`config.mk`:
```
export PLATFORM = sky130hd
export DESIGN_NAME = rvie_regmem
export DESIGN_NICKNAME = d
export VERILOG_FILES = /design/src/design/rvie_pkg.sv /design/src/design/rvie_regmem.sv
export SDC_FILE = /design/constraint.sdc
export NUM_CORES = 2
export LEC_CHECK = 0
export BUFFER_PORTS_ARGS = -buffer_cell sky130_fd_sc_hd__buf_2
export CORE_ASPECT_RATIO = 1.25
export CORE_UTILIZATION = 63
export CTS_CLUSTER_SIZE = 20
export DETAILED_ROUTE_END_ITERATION = 8
export PLACE_DENSITY = 0.8
export SLEW_MARGIN = 5
export SYNTH_ARGS = -nofsm -noshare
export SYNTH_HDL_FRONTEND = slang
export SYNTH_SLANG_ARGS = --single-unit
```
`constraint.sdc`:
```
create_clock -name i_clk -period 7.2 [get_ports i_clk]
set_input_delay 0.36 -clock i_clk [delete_from_list [all_inputs] [get_ports i_clk]]
set_output_delay 0.36 -clock i_clk [all_outputs]
set_load 0.02 [all_outputs]
```
`src/design/rvie_pkg.sv`:
```
package rvie_pkg;

    // field widths of one instruction and one result
    localparam int OP_W       = 4;
    localparam int KIND_W     = 2;
    localparam int DATA_W     = 64;
    localparam int DST_W      = 6;
    localparam int BR_TGT_W   = 16;
    localparam int SYS_ID_W   = 8;

    // opcodes
    localparam logic [OP_W-1:0] OP_NOP       = 4'd0;
    localparam logic [OP_W-1:0] OP_JMP       = 4'd1;
    localparam logic [OP_W-1:0] OP_MOV       = 4'd2;
    localparam logic [OP_W-1:0] OP_ADD       = 4'd3;
    localparam logic [OP_W-1:0] OP_SUB       = 4'd4;
    localparam logic [OP_W-1:0] OP_NEG       = 4'd5;
    localparam logic [OP_W-1:0] OP_SNAPSAVE  = 4'd6;
    localparam logic [OP_W-1:0] OP_SNAPSWAP  = 4'd7;
    localparam logic [OP_W-1:0] OP_SNAPCLEAR = 4'd8;
    localparam logic [OP_W-1:0] OP_REGSCLEAR = 4'd9;
    localparam logic [OP_W-1:0] OP_JZ        = 4'd10;
    localparam logic [OP_W-1:0] OP_JNZ       = 4'd11;
    localparam logic [OP_W-1:0] OP_JG        = 4'd12;
    localparam logic [OP_W-1:0] OP_JL        = 4'd13;
    localparam logic [OP_W-1:0] OP_HALT      = 4'd14;
    localparam logic [OP_W-1:0] OP_SYS       = 4'd15;

    // operand kinds (anything but a register index reads as the value itself)
    localparam logic [KIND_W-1:0] KIND_IMM   = 2'd0;
    localparam logic [KIND_W-1:0] KIND_REG   = 2'd1;
    localparam logic [KIND_W-1:0] KIND_LABEL = 2'd2;

    // where a logical register currently lives
    typedef logic [1:0] t_loc;
    localparam t_loc LOC_ZERO = 2'd0;
    localparam t_loc LOC_P0   = 2'd1;
    localparam t_loc LOC_P1   = 2'd2;

    typedef struct packed {
        logic [OP_W-1:0]          req_type;
        logic [KIND_W-1:0]        first_kind;
        logic signed [DATA_W-1:0] first_value;
        logic [KIND_W-1:0]        second_kind;
        logic signed [DATA_W-1:0] second_value;
        logic [DST_W-1:0]         dst_reg;
    } t_req;

    typedef struct packed {
        logic                     reg_written;
        logic [DST_W-1:0]         written_reg;
        logic signed [DATA_W-1:0] written_value;
        logic                     branch_taken;
        logic [BR_TGT_W-1:0]      branch_target;
        logic                     halted;
        logic                     syscall_valid;
        logic [SYS_ID_W-1:0]      sys_code;
    } t_rsp;

    // stage enables for the index reduction pipe
    typedef struct packed {
        logic fold_en;
        logic quot_en;
    } t_pipe_en;

endpackage

```
`src/design/rvie_regmem.sv`:
```
module rvie_regmem #(
    parameter int DEPTH = 64
) (
    input  logic                        i_clk,
    input  logic                        i_rd_en,
    input  logic [$clog2(DEPTH)-1:0]    i_rd_addr_a,
    input  logic [$clog2(DEPTH)-1:0]    i_rd_addr_b,
    output logic [rvie_pkg::DATA_W-1:0] o_rd_data_a,
    output logic [rvie_pkg::DATA_W-1:0] o_rd_data_b,
    input  logic                        i_wr_en,
    input  logic [$clog2(DEPTH)-1:0]    i_wr_addr,
    input  logic [rvie_pkg::DATA_W-1:0] i_wr_data
);
    import rvie_pkg::*;

    logic [DATA_W-1:0] r_mem [DEPTH];
    logic [DATA_W-1:0] r_rd_a;
    logic [DATA_W-1:0] r_rd_b;

    // one write port, two registered read ports (old data on a clash)
    always_ff @(posedge i_clk) begin
        if (i_wr_en) begin
            r_mem[i_wr_addr] <= i_wr_data;
        end
        if (i_rd_en) begin
            r_rd_a <= r_mem[i_rd_addr_a];
            r_rd_b <= r_mem[i_rd_addr_b];
        end
    end

    assign o_rd_data_a = r_rd_a;
    assign o_rd_data_b = r_rd_b;

endmodule

```
==> metrics.txt <==
f_max 0.2559 GHz; Mapped Area 189,100 sq um; Avg Cell Area, Syn ~21 sq um; Final setup viols 0; FFs w/ async S/R, synth 0%; GR Overflow Total 0; Die Height 614.5 microns; EDFF count, synth 4,224; layout cells sized above 1 34.81%; flops & latches, synth 4,224; Post-Synthesis Cells 8,841; Leak 63.86 nW; Reg clk slew, reported paths ~0.07 ns; critical path launch point type input port; worst vdd ir between 0.2 and 0.3 mV; gr usage total 43.57%; WP data required ~7.9 ns; Synth area leaders edfxtp_1, mux4_2, o22ai_1, mux2i_1, buf_2; first-pass GRT wire length 899.6 mm; CTS sink cnt 4,224; Max clock buf depth 4; vias in the first global route 114.8k; post-CTS sizing 0; post-CTS setup buffer count 0; CP most frequent cell buf_4; relative slew slack 1.248%; worst-path maximum fanout 29; CTS tree built; kind of end point of the critical path register; post-cts hold buffer count 0; Worst Setup SP i_rd_addr_b[3]; fin util 69.70%; Final period util 54.26%; vias post-DR approximately 120k; Die X 492.0 microns; worst stage delay on the critical path 1.28 ns; power per cell area around 260 nW/um^2; WL final 655.5 mm; CTS H-tree depth 5; largest net degree at the start of global routing ~120; HP Start i_rd_en; total chip power 53.09 mW; top-area cell type share of the netlist area 67.08%; Slowest-stage cell, CP a2111oi_0; sequential cell area fraction in the yosys report 67.08%; first-pass iteration count of the detailed router 9; Fin Clk Skew 0.06549 ns; RSZ-0062 raised after global routing false; Ports 213; fin worst setup slack 3.293 ns; Post-synth top cells edfxtp_1, mux4_2, o22ai_1; nets@finish 9,086; WS Path Type in -> reg; Critical path buffers and inverters 2; status finished with violations; initial core utilization 63.41%; Tightest Pin Transition 1.444 ns; final hold violations 0; Die ar. a little over 300,000 sq um; root buffer cell clkbuf_16; routed len/inst just under 50 microns; Final Max Slew Viols 0; Layout area overhead 9.921%; DRC 18; CP Cell Sequence buf_4 -> buf_4 -> nand2b_2 -> o22ai_1 -> a2111oi_0 -> a31oi_1 -> a21oi_1; worst min-delay path class in -> reg; initial antenna violation count 80; Iteration-0 DRC Markers 22.92k; Row Count approximately 220; filler cell count around 17k; leading area contributor after synthesis edfxtp_1; synth warn 0; Routed Antenna Nets 0; GPL Wtd Cong 0.9078; count leader, synth edfxtp_1; Post-Syn Nets 8,926; placed wire-length estimate about 360 mm; min Tclk post-route 3.907 ns; CTS Buf Count 394; Max-cap violations 1; CP top delay family compound AO/OA/AOI/OAI gates; post-route insts no fill 13.33k; Setup WS pre-CTS 2.820 ns; Critical R2R Launch r_mem[55][48]; clk_lat worst skew 0.97 ns; # port buffers 212; Synth cell types 41; core box area 298,200 sq um; Worst EP arrival 4.57 ns; Primary FF master, synth edfxtp_1; via/cell ratio 8.695; setup_tns 0 ns; Placed Cells incl. Taps 12.56k; failing checks DRC, capacitance limit
per-layer routing:
metal  track usage [%]  routed length, microns  vias to the layer above
met5           0.06349                     716                        -
met4             32.91                   63060                       86
met3             17.74                  117100                     3566
met2             62.66                  287900                    13550
met1             53.18                  186800                    58640
li1                  -                       -                    40080
final cells by class:
class / count / area (sq um) / share of cell area [%]
diodes: 63 / 157.7 / 0.07585
multi-input cells: 3874 / 59110 / 28.44
clock inverters: 246 / 2490 / 1.198
clock buffers: 463 / 10290 / 4.950
repair buffers: 506 / 4006 / 1.927
inverters: 1 / 6.256 / 0.003010
flip-flops and latches: 4224 / 126800 / 61.02
well taps: 3955 / 4949 / 2.381
cell families after synthesis:
| kind of cell | count (synthesis) | share of synthesized area, % |
|---|---|---|
| and+or+nand+nor | 418 | 1.073 |
| buffers and inverters | 743 | 2.034 |
| muxes | 2209 | 25.04 |
| AOI/OAI and AO/OA | 1247 | 4.771 |
| DFF | 4224 | 67.08 |
placed cells by master, fill, tap and decap left out, types with 99 or more instances in the layout:
cell and count:
a21oi_1 127, a221oi_1 134, a22o_1 136, buf_2 202, buf_4 245, clkbuf_16 402, edfxtp_1 4224, mux2i_1 177
mux4_2 2016, nor2_1 99, o22ai_1 533
metrics by stage:
stage / cell area (sq um) / hold WS, ns
3_3_place_gp: 194900 / 0.8057
3_5_place_dp: 194900 / 0.8041
5_1_grt: 207700 / 0.09797
2_1_floorplan: 189100 / 0.4589
6_report: 207900 / 0.08438
4_1_cts: 207700 / 0.04855
worst reg2reg max path, cell delays in order, from the launching register on:
cell      delay, ns
edfxtp_1       0.38
mux4_2         0.48
o22ai_1        0.56
nor2_1         0.15
a31oi_1        0.60
a21oi_1        0.41
state kept, by name (all words and copies together) (netlist names):
signal	count
r_mem	4096
o_rd_data_b	64
o_rd_data_a	64
worst paths after layout:
path,endpoint,cells after the start,slack [ns]
min reg2reg,o_rd_data_a[43],3,0.99
min,o_rd_data_a[38],1,0.08
max,o_rd_data_b[15],7,3.29
max reg2reg,o_rd_data_b[48],5,4.25
report_power, final:
part / leakage, nW / internal (mW) / total (mW) / switching [mW]
Combinational: 19.5 / 1.59 / 4.30 / 2.71
Clock: 6.25 / 11.9 / 21.2 / 9.32
Sequential: 38.1 / 27.3 / 27.6 / 0.229
No activity file was read; power rests on OpenSTA's default activity.
