===== src/design/rvie_pkg.sv =====
package rvie_pkg;

    // field widths of one instruction and one result
    localparam int OP_W       = 4;
    localparam int KIND_W     = 2;
    localparam int DATA_W     = 64;
    localparam int DST_W      = 6;
    localparam int BR_TGT_W   = 16;
    localparam int SYS_ID_W   = 8;

    // opcodes
    localparam logic [OP_W-1:0] OP_NOP       = 4'd0;
    localparam logic [OP_W-1:0] OP_JMP       = 4'd1;
    localparam logic [OP_W-1:0] OP_MOV       = 4'd2;
    localparam logic [OP_W-1:0] OP_ADD       = 4'd3;
    localparam logic [OP_W-1:0] OP_SUB       = 4'd4;
    localparam logic [OP_W-1:0] OP_NEG       = 4'd5;
    localparam logic [OP_W-1:0] OP_SNAPSAVE  = 4'd6;
    localparam logic [OP_W-1:0] OP_SNAPSWAP  = 4'd7;
    localparam logic [OP_W-1:0] OP_SNAPCLEAR = 4'd8;
    localparam logic [OP_W-1:0] OP_REGSCLEAR = 4'd9;
    localparam logic [OP_W-1:0] OP_JZ        = 4'd10;
    localparam logic [OP_W-1:0] OP_JNZ       = 4'd11;
    localparam logic [OP_W-1:0] OP_JG        = 4'd12;
    localparam logic [OP_W-1:0] OP_JL        = 4'd13;
    localparam logic [OP_W-1:0] OP_HALT      = 4'd14;
    localparam logic [OP_W-1:0] OP_SYS       = 4'd15;

    // operand kinds (anything but a register index reads as the value itself)
    localparam logic [KIND_W-1:0] KIND_IMM   = 2'd0;
    localparam logic [KIND_W-1:0] KIND_REG   = 2'd1;
    localparam logic [KIND_W-1:0] KIND_LABEL = 2'd2;

    // where a logical register currently lives
    typedef logic [1:0] t_loc;
    localparam t_loc LOC_ZERO = 2'd0;
    localparam t_loc LOC_P0   = 2'd1;
    localparam t_loc LOC_P1   = 2'd2;

    typedef struct packed {
        logic [OP_W-1:0]          req_type;
        logic [KIND_W-1:0]        first_kind;
        logic signed [DATA_W-1:0] first_value;
        logic [KIND_W-1:0]        second_kind;
        logic signed [DATA_W-1:0] second_value;
        logic [DST_W-1:0]         dst_reg;
    } t_req;

    typedef struct packed {
        logic                     reg_written;
        logic [DST_W-1:0]         written_reg;
        logic signed [DATA_W-1:0] written_value;
        logic                     branch_taken;
        logic [BR_TGT_W-1:0]      branch_target;
        logic                     halted;
        logic                     syscall_valid;
        logic [SYS_ID_W-1:0]      sys_code;
    } t_rsp;

    // stage enables for the index reduction pipe
    typedef struct packed {
        logic fold_en;
        logic quot_en;
    } t_pipe_en;

endpackage


===== src/design/rvie_idx_mod.sv =====
module rvie_idx_mod #(
    parameter int NUM_REGS = 64
) (
    input  logic                        i_clk,
    input  rvie_pkg::t_pipe_en          i_en,
    input  logic [63:0]                 i_value,
    output logic [$clog2(NUM_REGS)-1:0] o_index
);
    import rvie_pkg::*;

    localparam int IW     = $clog2(NUM_REGS);
    localparam int NBYTES = DATA_W / 8;
    // eight bytes times residues below 256 stay under 2^19
    localparam int FOLD_W = 19;
    localparam int PROD_W = 2 * FOLD_W;
    localparam logic [FOLD_W-1:0] MODULUS = FOLD_W'(NUM_REGS);
    localparam logic [FOLD_W-1:0] RECIP   = FOLD_W'((1 << FOLD_W) / NUM_REGS);

    // residues of 2^(8j) modulo the register count, one byte each
    function automatic logic [DATA_W-1:0] fold_consts();
        logic [DATA_W-1:0] c;
        int unsigned       p;
        c = '0;
        p = 1;
        for (int j = 0; j < NBYTES; j++) begin
            c[8*j +: 8] = 8'(p);
            for (int k = 0; k < 8; k++) begin
                p = p * 2;
                if (p >= NUM_REGS) begin
                    p = p - NUM_REGS;
                end
            end
        end
        return c;
    endfunction

    localparam logic [DATA_W-1:0] FOLD_C = fold_consts();

    logic [FOLD_W-1:0] n_fold;
    logic [FOLD_W-1:0] r_fold;
    logic [PROD_W-1:0] w_prod;
    logic [FOLD_W-1:0] n_quot;
    logic [FOLD_W-1:0] r_quot;
    logic [FOLD_W-1:0] r_x;
    logic [FOLD_W-1:0] w_qn;
    logic [FOLD_W-1:0] w_rem;
    logic [FOLD_W-1:0] w_rem_fix;

    // byte fold: weighted sum of bytes keeps the residue
    always_comb begin
        n_fold = '0;
        for (int j = 0; j < NBYTES; j++) begin
            n_fold = n_fold + FOLD_W'(i_value[8*j +: 8]) * FOLD_W'(FOLD_C[8*j +: 8]);
        end
    end

    // quotient estimate by reciprocal, at most one short
    assign w_prod = PROD_W'(r_fold) * PROD_W'(RECIP);
    assign n_quot = w_prod[FOLD_W +: FOLD_W];

    always_ff @(posedge i_clk) begin
        if (i_en.fold_en) begin
            r_fold <= n_fold;
        end
        if (i_en.quot_en) begin
            r_quot <= n_quot;
            r_x    <= r_fold;
        end
    end

    // remainder with one correction step
    assign w_qn      = FOLD_W'(r_quot * MODULUS);
    assign w_rem     = r_x - w_qn;
    assign w_rem_fix = (w_rem >= MODULUS) ? (w_rem - MODULUS) : w_rem;
    assign o_index   = IW'(w_rem_fix);

endmodule


===== config.mk =====
export PLATFORM = sky130hd
export DESIGN_NAME = rvie_idx_mod
export DESIGN_NICKNAME = d
export VERILOG_FILES = /design/src/design/rvie_pkg.sv /design/src/design/rvie_idx_mod.sv
export SDC_FILE = /design/constraint.sdc
export NUM_CORES = 1
export LEC_CHECK = 0
export BUFFER_PORTS_ARGS = -buffer_cell sky130_fd_sc_hd__buf_2
export CAP_MARGIN = 20
export CORE_UTILIZATION = 23
export DETAILED_ROUTE_END_ITERATION = 7
export PLACE_DENSITY = 0.78
export SYNTH_ARGS = -nofsm -noshare
export SYNTH_HDL_FRONTEND = slang
export SYNTH_SLANG_ARGS = --single-unit

===== constraint.sdc =====
create_clock -name i_clk -period 0.89 [get_ports i_clk]
set_clock_uncertainty 0.05 [all_clocks]
set_input_delay 0.1335 -clock i_clk [delete_from_list [all_inputs] [get_ports i_clk]]
set_output_delay 0.1335 -clock i_clk [all_outputs]
set_load 0.1 [all_outputs]

==> metrics.txt, run 1 <==
status=finished with violations; failing checks=negative setup slack; Slew Viols, Final=0; ant diodes=0; critical path's slowest cell=edfxtp_1; slowest stage delay, CP=410 ps; Skew-Pair Late Insertion Delay=260 ps; normalized max-slew margin=91.6%; Synth top area share=100%; DR top layer=met3; Final Power=1240 uW; Synth area leader=edfxtp_1; Post-Synthesis Net Count=79; htree depth=1; CP Data Arrival Time=860 ps; Synth Cell Area=360 sq um; Ys Warns=0; die area=0.00173 sq mm; Worst Path Max Fanout=1; Placement Cell Area=539 sq um; fin util=45.0%; top post-synthesis cells by area=edfxtp_1 100%; Vias=189; fmax=0.960 GHz; CP Depth=1; worst ir drop on vdd=755 uV; worst path required time=710 ps; # clock sinks=12; Max Cap Viol=0; final WL=419 um; layout cells sized above 1=48.6%; drt via density=3.78; largest net degree at the start of global routing=7; endpoints failing setup=6; Setup CP Type=flip-flop to output pin; WP buf/inv=1; Nets=104; most frequent cells in the layout=12 x edfxtp_1, 8 x buf_2, 6 x dlygate4sd3_1, 6 x buf_12, 3 x clkbuf_4; min cycle time layout=1040 ps; Starting Density=26.1%; RSZ-0062 raised after global routing=true; setup ws final=-152 ps; DR DRC count=0; Iter 0 DRT Violations=0; commonest non-fill, non-tap cell in the layout=edfxtp_1; Pleak=0.000244 uW; #FFs+latches synth=12; Synth Instances=12; P&R area growth vs syn=72.6%; clock-pin transition on the worst setup and hold timing paths=60 ps; Metal-1 WL=155 um; count of multi-input gates=0; TritonCTS buffer count=3; met3 WL=46 um; register area share after synthesis=100%; WL/cell=8.38 um; Min-Delay Path Class=input pin to flip-flop; gr ovfl total=0; # resized after CTS=0; CP cell instances=buf_12; port bufs=14; Fill cells=125; Die W=41.6 um; core box area=0.00138 sq mm; Post-DRT Antenna Nets=0; GPL Wtd Cong=0.611; total power per unit cell area=1990 mW/mm^2; setup TNS=-905 ps; CTS tree=yes; hold path cells=1; root buf cell=clkbuf_4; Cell variety after synth=1; Least-Margin Pin Slew=125 ps; Avg Cell Area, Syn=30.0 sq um; Crit. End Element=output pin; vias in the first global route=215; Max clock buf depth=2; All-Layer GR Usage=5.60%; Ports=73; Startpoint Class=flip-flop; Multi-input gate area=0 sq um; WL met2=217 um; Finished Cell Area=622 sq um; endpoints failing hold=0; Top delay family on crit path=flip-flops; R2R cell count=0; Rows=13; Final period util=117%; Pre-Repair DR Iteration Count=1; first-pass GRT wire length=683 um; die height=41.6 um; initial antenna violation count=0
[stage by stage]
stage / hold WS (ps) / worst slack (ps) / std cells
floorplan: 182 / -198 / 12
global placement: 262 / 125 / 41
detailed placement: 262 / 121 / 41
CTS: 107 / -167 / 50
global route: 123 / -187 / 50
finish: 113 / -152 / 50
[final cells by class]
cell class            count  area [sq um]  area share (%)
tap                      15          18.8            3.02
sequential               12           360            57.9
timing repair buffer     20           220            35.4
clock buffer              3          22.5            3.62
[layer usage]
layer	up-vias	GRT usage [%]
met5	-	0
met4	0	7.74
met3	0	1.74
met2	15	10.3
met1	80	3.39
li1	94	-
[synthesized netlist by cell type]
library cell,instances
edfxtp_1,12
[report_power, final]
part	total, uW	leakage [uW]	switching [uW]	internal [uW]
Clock	299	0.0000138	144	156
Sequential	690	0.000117	18.5	671
Combinational	248	0.000113	153	95.8
[repair_timing]
item	4_1_cts	5_1_grt
endpoints found under the setup margin	6	6
hold buffers	6	0
setup buffers	0	0
endpoints found under the hold margin	6	0
[flip-flops by register name, indices dropped and copies added, names as in the netlist]
signal and cells:
r_fold 6, r_x 6
[path summary, 6_finish.rpt]
kind | start | end | slack, ps
worst max-delay path | r_x[0]$_DFFE_PP_ | o_index[0] | -150
worst min-delay path | i_en[0] | r_x[4]$_DFFE_PP_ | 110
worst max register to register | r_fold[2]$_DFFE_PP_ | r_x[2]$_DFFE_PP_ | 220
worst min register to register | r_fold[5]$_DFFE_PP_ | r_x[5]$_DFFE_PP_ | 370
[logic make-up after synthesis]
family | count (synthesis) | synth area share, %
flip-flops | 12 | 100
Power figures use the tool's default switching activity.
==> inputs of run 2 (changes only) <==
--- a/config.mk
+++ b/config.mk
@@ -7,8 +7,10 @@
 export LEC_CHECK = 0
 export BUFFER_PORTS_ARGS = -buffer_cell sky130_fd_sc_hd__buf_2
 export CAP_MARGIN = 20
+export CORE_ASPECT_RATIO = 0.9
 export CORE_UTILIZATION = 23
 export DETAILED_ROUTE_END_ITERATION = 7
+export HOLD_SLACK_MARGIN = 0.1
 export PLACE_DENSITY = 0.78
 export SYNTH_ARGS = -nofsm -noshare
 export SYNTH_HDL_FRONTEND = slang
==> metrics.txt, run 2 (same netlist as run 1, synthesis figures left out) <==
core box area=0.00145 sq mm (+4.7%); die height=39.6 um (-4.9%); TritonCTS buffer count=3 (unchanged); Final period util=119% (+1.8 points); Pre-Repair DR Iteration Count=5 (+4); die area=0.00173 sq mm (about the same); Startpoint Class=flip-flop; Multi-input gate area=0 sq um (unchanged); fmax=0.945 GHz (-1.5%); CP cell instances=buf_12; WL/cell=10.7 um (+28%); Ports=73 (unchanged); root buf cell=clkbuf_4; Starting Density=24.9% (-1.2 points); initial antenna violation count=0 (unchanged); vias in the first global route=212 (-1.4%); top flop regs=r_fold x6, r_x x6; final WL=547 um (+31%); total power per unit cell area=2020 mW/mm^2 (+1.6%); status=finished with violations; port bufs=14 (unchanged); Min-Delay Path Class=input pin to flip-flop; worst path required time=710 ps (about the same); clock-pin transition on the worst setup and hold timing paths=80 ps (+20 ps); # clock sinks=12 (unchanged); gr ovfl total=0 (unchanged); All-Layer GR Usage=7.83% (+2.2 points); DR DRC count=2 (+2); ant diodes=0 (unchanged); count of multi-input gates=0 (unchanged); setup ws final=-168 ps (-16.1 ps); RSZ-0062 raised after global routing=true; Final Power=1260 uW (+2.2%); endpoints failing setup=6 (unchanged); htree depth=1 (unchanged); Max clock buf depth=2 (unchanged); Placement Cell Area=539 sq um (unchanged); slowest stage delay, CP=430 ps (+20 ps); # resized after CTS=0 (unchanged); CP Data Arrival Time=870 ps (about the same); Vias=191 (+1.1%); Top delay family on crit path=flip-flops; commonest non-fill, non-tap cell in the layout=edfxtp_1; Iter 0 DRT Violations=3 (+3); min cycle time layout=1060 ps (+16.1 ps); layout cells sized above 1=47.2% (-1.3 points); Die W=43.7 um (+5.1%); largest net degree at the start of global routing=8 (+1); Rows=13 (unchanged); CTS tree=yes; Least-Margin Pin Slew=133 ps (+7.40 ps); P&R area growth vs syn=73.6%; Slew Viols, Final=0 (unchanged); Finished Cell Area=626 sq um (+0.60%); failing checks=design-rule violations, negative setup slack; critical path's slowest cell=edfxtp_1; first-pass GRT wire length=828 um (+21%); Max Cap Viol=0 (unchanged); GPL Wtd Cong=0.618 (+1.2%); most frequent cells in the layout=12 x edfxtp_1, 8 x buf_2, 6 x dlygate4sd3_1, 6 x buf_12, 3 x clkbuf_4; fin util=43.2% (-1.8 points); Fill cells=132 (+5.6%); Post-DRT Antenna Nets=0 (unchanged); Post-Layout Cell Count=51 (+2.0%); Setup CP Type=flip-flop to output pin; endpoints failing hold=0 (unchanged); normalized max-slew margin=91.1% (-0.49 points); Crit. End Element=output pin; worst ir drop on vdd=1260 uV (+67%); Skew-Pair Late Insertion Delay=260 ps (about the same); Worst Path Max Fanout=1 (unchanged); WP buf/inv=1 (unchanged); number of cells after detailed placement=41 (unchanged); drt via density=3.75 (-0.92%); Pleak=0.000246 uW (+0.64%); Nets=104 (unchanged)
## run 2: cell count changes in the layout (fill, tap and decap cells not counted), sizes merged
cell,previous run,this run
clkinv,0,1
## run 2: area by class of cell
class | instances | area [sq um] | share of cell area, %
flip-flops and latches | 12 | 360 | 57.6
repair buffers | 20 | 220 | 35.2
clock buffers | 3 | 22.5 | 3.60
well taps | 15 | 18.8 | 3.00
clock inverters | 1 | 3.75 | 0.600
## run 2: path summary, 6_finish.rpt
check	from	cells past startpoint	endpoint	slack [ps]
worst max-delay path	r_x[5]$_DFFE_PP_	1	o_index[5]	-170
worst min-delay path	i_en[1]	1	r_fold[1]$_DFFE_PP_	110
worst max register to register	r_fold[5]$_DFFE_PP_	0	r_x[5]$_DFFE_PP_	180
worst min register to register	r_fold[0]$_DFFE_PP_	0	r_x[0]$_DFFE_PP_	370
## run 2: layer usage
layer  wire (um)  track usage [%]  up-vias  part of all wire (%)
met5           0                0        -                     0
met4           0             7.03        0                     0
met3          63             3.23        0                    12
met2         306             14.6       15                    56
met1         176             6.36       79                    32
li1            -                -       97                     -
## run 2: metrics by stage
stage	hold slack [ps]	setup WS, ps	TNS (ps)
floorplan	182	-198	-1190
global placement	261	124	0
detailed placement	262	109	0
CTS	99.0	-196	-1070
global route	110	-218	-1190
finish	109	-168	-958
## run 2: what timing repair did
item / in CTS / in global routing
hold buffers: 6 / 0
setup buffers: 0 / 0
setup endpoints to repair: 6 / 6
gates cloned: 0 / 0
endpoints found under the hold margin: 11 / 0
## run 2: power breakdown
group,switching [uW],internal (uW)
Sequential,19.9,671
Clock,162,162
Combinational,154,95.8
Total,336,928
